## src/hdl/prsu_pkg.sv

```systemverilog
// Package for the register and scroll unit of the tile video unit.
// Holds the transfer payload types, port codes and the nametable mirroring table.
// Depends on nothing; every module of the unit imports it.
`timescale 1ns / 1ps
`default_nettype none

package prsu_pkg;

	// register ports as seen from the CPU bus
	typedef enum logic [2:0] {
		PORT_CONTROL = 3'd0,
		PORT_MASK    = 3'd1,
		PORT_STATUS  = 3'd2,
		PORT_SPR_ADR = 3'd3,
		PORT_SPR_DAT = 3'd4,
		PORT_SCROLL  = 3'd5,
		PORT_ADDRESS = 3'd6,
		PORT_DATA    = 3'd7
	} port_t;

	// item kinds
	localparam logic FUNC_REG_WRITE  = 1'b0;
	localparam logic FUNC_LINE_START = 1'b1;

	// configuration register indexes
	localparam logic CFG_MIRRORING   = 1'b0;
	localparam logic CFG_VIDEO_BLOCK = 1'b1;
	localparam int   CFG_DATA_W      = 3;

	// mirroring modes
	localparam logic [2:0] MIR_HORIZONTAL  = 3'd0;
	localparam logic [2:0] MIR_VERTICAL    = 3'd1;
	localparam logic [2:0] MIR_SINGLE_LOW  = 3'd2;
	localparam logic [2:0] MIR_SINGLE_HIGH = 3'd3;
	localparam logic [2:0] MIR_FOUR_SCREEN = 3'd4;

	localparam logic [15:0] DATA_PTR_RESET  = 16'h2000;
	localparam logic [15:0] PALETTE_ALIAS   = 16'h3F10;
	localparam logic [15:0] STEP_ACROSS     = 16'h0001;
	localparam logic [15:0] STEP_DOWN       = 16'h0020;
	localparam logic [4:0]  COARSE_Y_LAST   = 5'd29;
	localparam logic [4:0]  COARSE_Y_MAX    = 5'd31;

	typedef struct packed {
		logic       func;
		logic [2:0] reg_index;
		logic [7:0] write_value;
		logic       first_line;
	} cmd_t;

	typedef struct packed {
		logic        vram_write;
		logic [15:0] vram_address;
		logic        nametable_write;
		logic [1:0]  nametable_page;
		logic [9:0]  nametable_offset;
		logic        palette_alias_write;
		logic        sprite_write;
		logic [7:0]  spr_mem_address;
		logic [7:0]  data_out;
		logic [14:0] render_address;
		logic [2:0]  fine_scroll_x;
		logic [7:0]  control_byte;
	} res_t;

	// decoded data-port address
	typedef struct packed {
		logic       nt_hit;
		logic [1:0] nt_page;
		logic [9:0] nt_offset;
		logic       pal_hit;
	} nt_map_t;

	// physical page for a logical nametable quadrant; undefined modes act as horizontal
	function automatic logic [1:0] mirror_page(input logic [2:0] mode, input logic [1:0] quad);
		logic [1:0] page;
		begin
			unique case (mode)
				MIR_VERTICAL:    page = {1'b0, quad[0]};
				MIR_SINGLE_LOW:  page = 2'd0;
				MIR_SINGLE_HIGH: page = 2'd1;
				MIR_FOUR_SCREEN: page = quad;
				default:         page = {1'b0, quad[1]};
			endcase
			return page;
		end
	endfunction

endpackage

`default_nettype wire

```

## src/hdl/prsu_nt_map.sv

```systemverilog
// Nametable and palette alias decode of the data-port address.
// Depends on prsu_pkg for the mirroring table and the nt_map_t struct.
`timescale 1ns / 1ps
`default_nettype none

module prsu_nt_map
	import prsu_pkg::*;
(
	input  wire logic [15:0] addr,
	input  wire logic [2:0]  mode,
	output nt_map_t          map
);

	// 0x2000..0x3EFF; folding 0x3000 onto 0x2000 only clears bit 12
	always_comb begin
		map.nt_hit    = (addr[15:13] == 3'b001) && (addr[12:8] != 5'h1F);
		map.nt_page   = map.nt_hit ? mirror_page(mode, addr[11:10]) : 2'd0;
		map.nt_offset = map.nt_hit ? addr[9:0] : 10'd0;
		map.pal_hit   = (addr == PALETTE_ALIAS);
	end

endmodule

`default_nettype wire

```

## src/hdl/prsu_regfile.sv

```systemverilog
// Register file and scroll address state: next state and result for one item.
// Depends on prsu_pkg and prsu_nt_map.
`timescale 1ns / 1ps
`default_nettype none

module prsu_regfile
	import prsu_pkg::*;
(
	input  wire logic       clk,
	input  wire logic       arst_n,
	input  wire logic       take,
	input  wire cmd_t       cmd,
	input  wire logic [2:0] mirroring_mode,
	input  wire logic       video_write_block,
	output res_t            res
);

	logic [7:0]  control_q, mask_q, spr_ptr_q;
	logic        scroll_tgl_q, addr_tgl_q;
	logic [14:0] temp_q, view_q;
	logic [2:0]  fine_x_q;
	logic [15:0] data_ptr_q;

	logic [7:0]  control_d, mask_d, spr_ptr_d;
	logic        scroll_tgl_d, addr_tgl_d;
	logic [14:0] temp_d, view_d, reload, stepped;
	logic [2:0]  fine_x_d;
	logic [15:0] data_ptr_d;
	nt_map_t     map;
	logic [7:0]  d;

	prsu_nt_map u_nt_map (
		.addr (data_ptr_q),
		.mode (mirroring_mode),
		.map  (map)
	);

	assign d = cmd.write_value;

	// horizontal (or full) reload, then vertical step
	always_comb begin
		reload  = cmd.first_line ? temp_q : {view_q[14:11], temp_q[10], view_q[9:5], temp_q[4:0]};
		stepped = reload;
		if (reload[14:12] == 3'd7) begin
			stepped[14:12] = 3'd0;
			if (reload[9:5] == COARSE_Y_LAST) begin
				stepped[11]  = ~reload[11];
				stepped[9:5] = 5'd0;
			end else if (reload[9:5] == COARSE_Y_MAX) begin
				stepped[9:5] = 5'd0;
			end else begin
				stepped[9:5] = reload[9:5] + 5'd1;
			end
		end else begin
			stepped[14:12] = reload[14:12] + 3'd1;
		end
	end

	always_comb begin
		control_d    = control_q;
		mask_d       = mask_q;
		spr_ptr_d    = spr_ptr_q;
		scroll_tgl_d = scroll_tgl_q;
		addr_tgl_d   = addr_tgl_q;
		temp_d       = temp_q;
		view_d       = view_q;
		fine_x_d     = fine_x_q;
		data_ptr_d   = data_ptr_q;
		res          = '0;

		if (cmd.func == FUNC_LINE_START) begin
			view_d = stepped;
			res.render_address = reload;
		end else begin
			unique case (port_t'(cmd.reg_index))
				PORT_CONTROL: begin
					control_d      = d;
					temp_d[11:10]  = d[1:0];
				end
				PORT_MASK: begin
					mask_d = d;
				end
				PORT_SPR_ADR: begin
					spr_ptr_d = d;
				end
				PORT_SPR_DAT: begin
					res.sprite_write    = 1'b1;
					res.spr_mem_address = spr_ptr_q;
					res.data_out        = d;
					spr_ptr_d           = spr_ptr_q + 8'd1;
				end
				PORT_SCROLL: begin
					if (!scroll_tgl_q) begin
						temp_d[4:0] = d[7:3];
						fine_x_d    = d[2:0];
					end else begin
						temp_d[9:5]   = d[7:3];
						temp_d[14:12] = d[2:0];
					end
					scroll_tgl_d = ~scroll_tgl_q;
				end
				PORT_ADDRESS: begin
					if (!addr_tgl_q) begin
						temp_d[14:8] = {1'b0, d[5:0]};
					end else begin
						temp_d[7:0] = d;
						view_d      = {temp_q[14:8], d};
						data_ptr_d  = {1'b0, temp_q[14:8], d};
					end
					addr_tgl_d = ~addr_tgl_q;
				end
				PORT_DATA: begin
					if (!video_write_block) begin
						res.vram_write          = 1'b1;
						res.vram_address        = data_ptr_q;
						res.data_out            = d;
						res.nametable_write     = map.nt_hit;
						res.nametable_page      = map.nt_page;
						res.nametable_offset    = map.nt_offset;
						res.palette_alias_write = map.pal_hit;
						data_ptr_d = data_ptr_q + (control_q[2] ? STEP_DOWN : STEP_ACROSS);
					end
				end
				default: begin
				end
			endcase
			res.render_address = view_d;
		end
		res.fine_scroll_x = fine_x_d;
		res.control_byte  = control_d;
	end

	always_ff @(posedge clk or negedge arst_n) begin
		if (!arst_n) begin
			control_q    <= '0;
			mask_q       <= '0;
			spr_ptr_q    <= '0;
			scroll_tgl_q <= 1'b0;
			addr_tgl_q   <= 1'b0;
			temp_q       <= '0;
			view_q       <= '0;
			fine_x_q     <= '0;
			data_ptr_q   <= DATA_PTR_RESET;
		end else if (take) begin
			control_q    <= control_d;
			mask_q       <= mask_d;
			spr_ptr_q    <= spr_ptr_d;
			scroll_tgl_q <= scroll_tgl_d;
			addr_tgl_q   <= addr_tgl_d;
			temp_q       <= temp_d;
			view_q       <= view_d;
			fine_x_q     <= fine_x_d;
			data_ptr_q   <= data_ptr_d;
		end
	end

endmodule

`default_nettype wire

```

## src/hdl/ppu_register_scroll_unit.sv

```systemverilog
// Top level of the register and scroll unit: configuration registers and result stage.
// Depends on prsu_pkg, prsu_regfile and prsu_nt_map.
//
//  channel | direction | handshake             | payload
//  --------+-----------+-----------------------+-----------------------------
//  cmd     | in        | cmd_valid / cmd_stall | cmd_t: register write or line start
//  res     | out       | res_valid / res_stall | res_t: write commands and scroll view
//  cfg     | in        | cfg_write_en          | cfg_index, cfg_data
//
// One item per cycle unless cmd_stall is high: the item is transferred at a clock edge,
// its state update and result are formed in the same cycle and the result is presented
// from the next cycle, held in the single result register.
// cmd_stall is raised only while a result waits in the register and res_stall is high;
// a transfer on res in the same cycle frees the register for the next item.
// Reset clears all state but the result payload; the data pointer comes out of reset at 0x2000.
`timescale 1ns / 1ps
`default_nettype none

module ppu_register_scroll_unit
	import prsu_pkg::*;
(
	input  wire logic                  clk,
	input  wire logic                  arst_n,
	input  wire logic                  cmd_valid,
	output logic                       cmd_stall,
	input  wire cmd_t                  cmd,
	output logic                       res_valid,
	input  wire logic                  res_stall,
	output res_t                       res,
	input  wire logic                  cfg_write_en,
	input  wire logic                  cfg_index,
	input  wire logic [CFG_DATA_W-1:0] cfg_data
);

	logic [2:0] mirroring_q;
	logic       video_block_q;
	logic       take;
	logic       res_valid_q;
	res_t       res_q, res_next;

	// hold the input while the result register is full and not being taken
	assign cmd_stall = res_valid_q && res_stall;
	assign take      = cmd_valid && !cmd_stall;

	always_ff @(posedge clk or negedge arst_n) begin
		if (!arst_n) begin
			mirroring_q   <= MIR_HORIZONTAL;
			video_block_q <= 1'b0;
		end else if (cfg_write_en) begin
			unique case (cfg_index)
				CFG_MIRRORING:   mirroring_q   <= cfg_data;
				CFG_VIDEO_BLOCK: video_block_q <= cfg_data[0];
				default: begin
				end
			endcase
		end
	end

	prsu_regfile u_regfile (
		.clk               (clk),
		.arst_n            (arst_n),
		.take              (take),
		.cmd               (cmd),
		.mirroring_mode    (mirroring_q),
		.video_write_block (video_block_q),
		.res               (res_next)
	);

	// result stage: load on every transfer in, drop valid once taken
	always_ff @(posedge clk or negedge arst_n) begin
		if (!arst_n) begin
			res_valid_q <= 1'b0;
		end else if (take) begin
			res_valid_q <= 1'b1;
		end else if (!res_stall) begin
			res_valid_q <= 1'b0;
		end
	end

	always_ff @(posedge clk) begin
		if (take) begin
			res_q <= res_next;
		end
	end

	assign res_valid = res_valid_q;
	assign res       = res_q;

endmodule

`default_nettype wire
```

## config.mk

```make
export PLATFORM = sky130hd
export DESIGN_NAME = ppu_register_scroll_unit
export DESIGN_NICKNAME = d
export VERILOG_FILES = /design/src/hdl/prsu_pkg.sv /design/src/hdl/prsu_nt_map.sv /design/src/hdl/prsu_regfile.sv /design/src/hdl/ppu_register_scroll_unit.sv
export SDC_FILE = /design/constraint.sdc
export NUM_CORES = 1
export LEC_CHECK = 0
export BUFFER_PORTS_ARGS = -buffer_cell sky130_fd_sc_hd__clkbuf_2
export CAP_MARGIN = 30
export CORE_ASPECT_RATIO = 1.1
export CORE_MARGIN = 2
export CORE_UTILIZATION = 62
export DETAILED_ROUTE_END_ITERATION = 7
export PLACE_DENSITY = 0.85
export SYNTH_ARGS = -nofsm -noshare
export SYNTH_HDL_FRONTEND = slang
export SYNTH_HIERARCHICAL = 1
export SYNTH_SLANG_ARGS = --single-unit
```

## constraint.sdc

```tcl
create_clock -name clk -period 8.59 [get_ports clk]
set_clock_uncertainty 0.2 [all_clocks]
set_input_delay 1.2885 -clock clk [delete_from_list [all_inputs] [get_ports clk]]
set_output_delay 1.2885 -clock clk [all_outputs]
set_load 0.02 [all_outputs]
```

==> impl_metrics.py, run 1 <==
metrics = {
    "status": {
        "status": "complete, no violations",
    },
    "clock_network": {
        "cts_resized": 0,
        "htreeDepth": 4,
        "cts-root-buf": "clkbuf_16",
        "cts_setup_buffers": 0,
        "hold_buffers": 0,
        "clk_pin_slew_worst_paths_ns": 0.06,
        "clk_latency_ns": 0.42,
        "cts_tree": "done",
        "cts_buffer_depth": 2,
        "clock_sinks": 146,
        "numCtsBuffers": 17,
    },
    "setup_path": {
        "cpPeakStageDelay_ns": 0.64,
        "worstPathRequired_ns": 8.69,
        "crit_path_frequent_cell": "buf_4",
        "cp_cell_sequence": "clkbuf_2, and2_1, nor2b_4, buf_4, buf_4, nand3b_4, or3_4, a221o_1",
        "r2r_end": "u_regfile/data_ptr_q[15]",
        "reg2regPathDepth": 7,
        "reg2reg_from": "res_valid",
        "critical_path.slowest_cell": "buf_4",
        "endpoint_kind": "flop",
        "ff2ff_setup_slack_ns": 5.43,
        "cp_max_fo": 52,
        "path_class": "in -> reg",
        "cp-startpoint": "res_stall",
        "critPathArrivalTime_ns": 3.80,
        "cp-start-kind": "input pin",
    },
    "yosys": {
        "syn_nets": 684,
        "synth_cell_types": 77,
        "seq_area_frac_synth_pct": 54.6,
        "synth_edf_count": 74,
        "ys.warnings.count": 6,
        "synth-seq-cells": 146,
        "syn_inst": 653,
        "synthArstFlopShare_pct": 49.3,
        "synth_area_sq_um": 7380,
        "synthFlopType": "edfxtp_1",
        "syn_avg_cell_area_sq_um": 11.3,
    },
    "sta": {
        "min_period_over_period_pct": 43.1,
        "timing.final.crit_period_ns": 3.70,
        "max_freq_mhz": 270,
        "tns_ns": 0,
        "slew_viol_final": 0,
        "rsz0062_at_grt": "false",
        "worst_pin_slew_ns": 0.936,
        "hold_viol_final": 0,
        "slew_headroom_pct": 37.6,
        "setup_violations": 0,
    },
    "global_route": {
        "groute.usage.overall_pct": 27.1,
        "overflow": 0,
        "grt_max_degree": 73,
        "first_global_vias": 5260,
        "grt_pass1_wl_microns": 26800,
        "antenna_found_initial": 0,
    },
    "die": {
        "dieArea_sq_um": 12800,
        "start_util_pct": 63.9,
        "die_x_microns": 108,
        "pin_count": 98,
        "fp-row-count": 41,
        "coreArea_sq_um": 11500,
        "die_y_microns": 118,
    },
    "drt": {
        "vias": 5474,
        "drtIter0Drc": 481,
        "dr.pass1.iters": 6,
        "final_antenna_net_count": 0,
        "detail_route.wl_per_cell_microns": 18.6,
        "viasPerCell": 6.16,
        "drc": 0,
        "drt_wl_total_microns": 16500,
    },
    "place": {
        "place_area_sq_um": 7830,
        "post-dp-hpwl_microns": 10400,
        "gp_congestion": 0.844,
        "port_buffers": 97,
    },
    "finish": {
        "final_layout_size_suffix_gt1_share_pct": 26.1,
        "fillCellCount": 797,
        "final_cell_mix": "clkbuf_2 (96), edfxtp_1 (74), dfrtp_1 (71)",
        "area_delta_synth_final_pct": 13.8,
        "regArea_sq_um": 4030,
        "finalNetCount": 755,
        "design_area_sq_um": 8390,
        "multi_input_area_sq_um": 3040,
        "final_common_cell": "clkbuf_2",
    },
    "pwr": {
        "p_clk_share_pct": 32.3,
        "switching_power_uw": 670,
        "power_density_nw_per_um2": 257,
        "power_frac_seq_pct": 47.5,
        "ir_worst_vdd_v": 0.000129,
        "internal_power_mw": 1.48,
        "combPwrFrac_pct": 20.2,
        "p_leak_nw": 3.66,
        "switching_share_pct": 31.1,
    },
    "worst_hold_path": {
        "hold_class": "reg -> reg",
        "min_path_cells": 1,
        "hold_path_end": "u_regfile/control_q[7]",
        "hold_path.startpoint": "u_regfile/control_q[7]",
    },
    "run": {
        "maxCapViolCount": 0,
    },
}
-- kinds of logic after synthesis --
group | Yosys count | synth area share, %
flops | 146 | 54.6
mux | 57 | 8.67
xor+xnor | 5 | 0.594
buf+inv | 62 | 4.46
fa+ha+maj | 9 | 1.53
simple gates | 235 | 17.7
compound gates | 139 | 12.5
-- cell usage after synthesis, types with 3 or more instances --
cell type  instances  area (sq um)
a211oi_1           5          37.5
a21o_1             4          30.0
a21oi_1           36           180
a22oi_1            3          22.5
a2bb2oi_1          6          52.6
a311oi_1           5          43.8
a31oi_1            8          50.1
a41o_1             3          30.0
and2_1            41           257
and3_1            28           175
and4_1             4          35.0
buf_2             10          50.1
buf_4             12          90.1
buf_6              5          56.3
clkbuf_1          21          78.8
dfrtp_1           71          1780
edfxtp_1          74          2220
ha_1               9           113
inv_1             12          45.0
mux2_2            34           383
mux2_4             5          75.1
mux2i_1           17           170
nand2_1           48           180
nand2b_1           6          37.5
nand3_1           17          85.1
nand3b_1           6          45.0
nand4_1            6          37.5
nor2_1            48           180
nor2b_1            3          18.8
nor3_1             7          35.0
o21ai_0           29           145
o22ai_1           12          75.1
xor2_1             3          26.3
-- worst max-delay path, delay by kind of cell --
family | cells | cell delay [ns]
AO/OA/AOI/OAI | 1 | 0.37
buffers and inverters | 3 | 1.16
AND/OR/NAND/NOR | 4 | 0.96
-- metal layers --
metal  vias up  GRT usage [%]  wire [microns]
met4         0           9.94             414
li1       2535              -               -
met1      2643           37.4            6850
met3        40           5.57            1110
met2       256           42.7            8170
met5         -              0               0
-- power groups by stage --
stage	combinational [mW]	sequential, mW	clock, mW
6_report	0.435	1.02	0.697
5_1_grt	0.481	1.04	0.737
4_1_cts	0.432	1.02	0.704
3_5_place_dp	0.426	1.03	0
3_3_place_gp	0.403	1.02	0
2_1_floorplan	0.321	1.01	0
-- sequential cells by signal (all words and copies together) (netlist names) --
| register | cells |
|---|---|
| mirroring_q | 3 |
| res | 74 |
| res_valid | 1 |
| u_regfile/addr_tgl_q | 1 |
| u_regfile/control_q | 8 |
| u_regfile/data_ptr_q | 16 |
| u_regfile/fine_x_q | 3 |
| u_regfile/scroll_tgl_q | 1 |
| u_regfile/spr_ptr_q | 8 |
| u_regfile/temp_q | 15 |
| u_regfile/view_q | 15 |
| video_block_q | 1 |
-- stage by stage --
stage | util, % | worst slack [ns] | instances | total power [mW] | hold WS [ns]
global placement | 67.7 | 4.53 | 854 | 1.42 | 0.272
floorplan | - | 1.89 | 653 | 1.33 | 0.260
finish | 72.7 | 4.89 | 888 | 2.15 | 0.298
detailed placement | 67.8 | 4.44 | 855 | 1.45 | 0.290
global route | 72.7 | 4.68 | 887 | 2.26 | 0.313
CTS | 72.7 | 4.87 | 887 | 2.15 | 0.297
-- cell type report --
cell class              instances  share of cell area (%)
clock inverters                12                    1.30
multi-input cells             445                    36.2
repair buffers                102                    6.28
well taps                     150                    2.24
diodes                          1                  0.0298
inverters                      12                   0.537
clock buffers                  20                    5.44
flip-flops and latches        146                    48.0
-- worst max path at each step --
stage,depth (start not counted),slack [ns],to
after floorplan,5,1.89,u_regfile/spr_ptr_q[0]
after global placement,8,4.53,u_regfile/data_ptr_q[15]
after detailed placement,8,4.44,u_regfile/data_ptr_q[15]
after CTS,8,4.87,u_regfile/data_ptr_q[15]
after global routing,10,4.68,u_regfile/data_ptr_q[10]
final,8,4.89,u_regfile/data_ptr_q[15]
(Power assumes the default switching activity.)
==> run 2, diff against run 1 <==
--- a/config.mk
+++ b/config.mk
@@ -5,13 +5,14 @@
 export SDC_FILE = /design/constraint.sdc
 export NUM_CORES = 1
 export LEC_CHECK = 0
+export ABC_AREA = 1
 export BUFFER_PORTS_ARGS = -buffer_cell sky130_fd_sc_hd__clkbuf_2
 export CAP_MARGIN = 30
 export CORE_ASPECT_RATIO = 1.1
 export CORE_MARGIN = 2
-export CORE_UTILIZATION = 62
+export CORE_UTILIZATION = 53
 export DETAILED_ROUTE_END_ITERATION = 7
-export PLACE_DENSITY = 0.85
+export PLACE_DENSITY = 0.77
 export SYNTH_ARGS = -nofsm -noshare
 export SYNTH_HDL_FRONTEND = slang
 export SYNTH_HIERARCHICAL = 1
==> constraint.sdc (replaced) <==
create_clock -name clk -period 3.1 [get_ports clk]
set_clock_uncertainty 0.2 [all_clocks]
set_input_delay 0.465 -clock clk [delete_from_list [all_inputs] [get_ports clk]]
set_output_delay 0.465 -clock clk [all_outputs]
set_load 0.02 [all_outputs]
==> impl_metrics.py, run 2 <==
metrics = {
    "yosys": {
        "synth_common_cells": "nand2_1 (274), inv_1 (111), nor2_1 (106)",
        "synth_edf_count": 74,
        "yosysTopAreaCell": "edfxtp_1",
        "ys.warnings.count": 6,
        "syn_nets": 949,
        "synthFlopType": "edfxtp_1",
        "syn_avg_cell_area_sq_um": 8.13,
        "synth_area_sq_um": 7460,
        "seq_area_frac_synth_pct": 53.9,
        "synth_cell_types": 32,
        "synth_area_leaders": "edfxtp_1 (30%), dfrtp_1 (24%), nand2_1 (14%)",
        "yosysTopAreaCellShare_pct": 29.8,
        "synthArstFlopShare_pct": 49.3,
        "synth.most_common_cell": "nand2_1",
        "synth-seq-cells": 146,
        "syn_inst": 918,
    },
    "place": {
        "post-dp-hpwl_microns": 12200,
        "gp_congestion": 0.903,
        "port_buffers": 97,
        "pre_cts_ws_ns": 0.667,
    },
    "clock_network": {
        "clk_pin_slew_worst_paths_ns": 0.06,
        "cts_setup_buffers": 0,
        "cts_resized": 0,
        "numCtsBuffers": 17,
        "clk_latency_ns": 0.42,
        "cts_buffer_depth": 2,
        "hold_buffers": 1,
        "clock_sinks": 146,
        "htreeDepth": 4,
        "cts_tree": "done",
        "cts-root-buf": "clkbuf_16",
    },
    "finish": {
        "finalNetCount": 1045,
        "final_layout_size_suffix_gt1_share_pct": 18.1,
        "n_antenna_cell": 0,
        "largest_register_ffs": 74,
        "regArea_sq_um": 4030,
        "area_delta_synth_final_pct": 17.5,
        "final_cell_mix": "nand2_1 (271), inv_1 (108), nor2_1 (105)",
        "fillCellCount": 1211,
        "multi_input_area_sq_um": 2840,
        "final_common_cell": "nand2_1",
    },
    "setup_path": {
        "reg2reg_from": "res_valid",
        "critPathArrivalTime_ns": 2.25,
        "critical_path.slowest_cell": "buf_4",
        "cp_max_fo": 50,
        "worstPathRequired_ns": 3.20,
        "cpPeakStageDelay_ns": 0.51,
        "cp_cell_sequence": "nand2_4, inv_4, nor2_4, buf_4, nand4_1, nor2_1, a21oi_1",
        "endpoint_kind": "flop",
        "path_class": "reg -> reg",
        "cp-startpoint": "res_valid",
        "cp-start-kind": "flop",
    },
    "pwr": {
        "ir_worst_vdd_v": 0.000359,
        "power_frac_seq_pct": 43.7,
        "switching_power_mw": 1.92,
        "switching_share_pct": 31.7,
        "power.total_mw": 6.08,
        "p_clk_share_pct": 35.0,
        "p_leak_nw": 4.21,
        "combPwrFrac_pct": 21.3,
        "power_density_nw_per_um2": 693,
        "internal_power_mw": 4.15,
    },
    "die": {
        "fp-row-count": 45,
        "dieArea_sq_um": 15000,
        "die_x_microns": 117,
        "die_y_microns": 128,
        "coreArea_sq_um": 13800,
        "start_util_pct": 54.1,
        "pin_count": 98,
    },
    "drt": {
        "drtIter0Drc": 520,
        "detail_route.wl_per_cell_microns": 14.2,
        "final_antenna_net_count": 0,
        "drt_wl_total_microns": 17200,
        "drc": 0,
        "viasPerCell": 5.15,
        "dr.pass1.iters": 5,
        "vias": 6260,
    },
    "worst_hold_path": {
        "hold_class": "in -> reg",
        "hold_path.startpoint": "cmd_valid",
    },
    "sta": {
        "hold_viol_final": 0,
        "max_freq_mhz": 465,
        "timing.final.crit_period_ns": 2.15,
        "worst_pin_slew_ns": 0.989,
        "tns_ns": 0,
        "slew_viol_final": 0,
        "holdWs_ns": 0.0721,
        "fin_ws_ns": 0.948,
        "min_period_over_period_pct": 69.4,
        "setup_violations": 0,
        "slew_headroom_pct": 34.0,
        "rsz0062_at_grt": "false",
    },
    "global_route": {
        "first_global_vias": 5610,
        "overflow": 0,
        "grt_max_degree": 51,
        "antenna_found_initial": 0,
        "grt_pass1_wl_microns": 27900,
        "groute.usage.overall_pct": 24.1,
    },
    "run": {
        "maxCapViolCount": 0,
    },
    "status": {
        "status": "complete, no violations",
    },
}
## run 2: worst paths after layout
path / to / slack [ns] / depth (start not counted)
max in group asynchronous: u_regfile/data_ptr_q[13] / 1.75 / 3
min in group asynchronous: u_regfile/spr_ptr_q[4] / 0.33 / 2
hold / removal: res_valid / 0.07 / 3
hold reg to reg: u_regfile/control_q[3] / 0.28 / 2
setup / recovery: u_regfile/temp_q[6] / 0.95 / 7
setup reg to reg: u_regfile/temp_q[6] / 0.95 / 7
## run 2: power by group through the flow
stage | clock network (mW) | registers [mW] | logic (mW)
final | 2.13 | 2.65 | 1.29
after floorplan | 0 | 2.71 | 0.895
after detailed placement | 0 | 2.68 | 1.28
after global routing | 2.24 | 2.70 | 1.47
after CTS | 2.16 | 2.65 | 1.29
after global placement | 0 | 2.68 | 1.25
## run 2: critical path, delay by kind of cell, from the launching register on
family | cells | cell delay [ns]
buffers and inverters | 2 | 0.55
AOI/OAI and AO/OA | 1 | 0.05
and+or+nand+nor | 4 | 0.78
DFF | 1 | 0.42
## run 2: area by class of cell
class                      count  area share [%]
clock buffer                  17            4.85
tap                          188            2.68
sequential                   146            45.9
clock inverter                15            2.18
multi-input combinational    619            32.4
inverter                     122            5.28
timing repair buffer         108            6.65
## run 2: cell families (layout without fill, tap and decap cells)
logic type / after synthesis / in the layout / share of synthesized area, %
AO/OA/AOI/OAI: 124 / 124 / 8.55
XOR/XNOR: 3 / 3 / 0.352
adder cells (fa/ha/maj): 9 / 9 / 1.51
buffers and inverters: 153 / 262 / 8.45
flip-flops: 146 / 146 / 53.9
AND/OR/NAND/NOR: 483 / 483 / 27.2
## run 2: layer usage
metal	wire (microns)	part of all wire (%)	GRT usage, %	vias up
met5	0	0	0	-
met4	293	1.7	8.24	0
met3	1100	6.4	5.23	30
met2	8220	48	38.2	246
met1	7620	44	33.2	2857
li1	-	-	-	3127
## run 2: per-stage QoR
step / instances / cell area, sq um / util (%)
2_1_floorplan: 918 / 7510 / -
3_3_place_gp: 1182 / 8140 / 59.0
3_5_place_dp: 1182 / 8140 / 59.0
4_1_cts: 1215 / 8760 / 63.5
5_1_grt: 1215 / 8760 / 63.5
6_report: 1215 / 8760 / 63.5
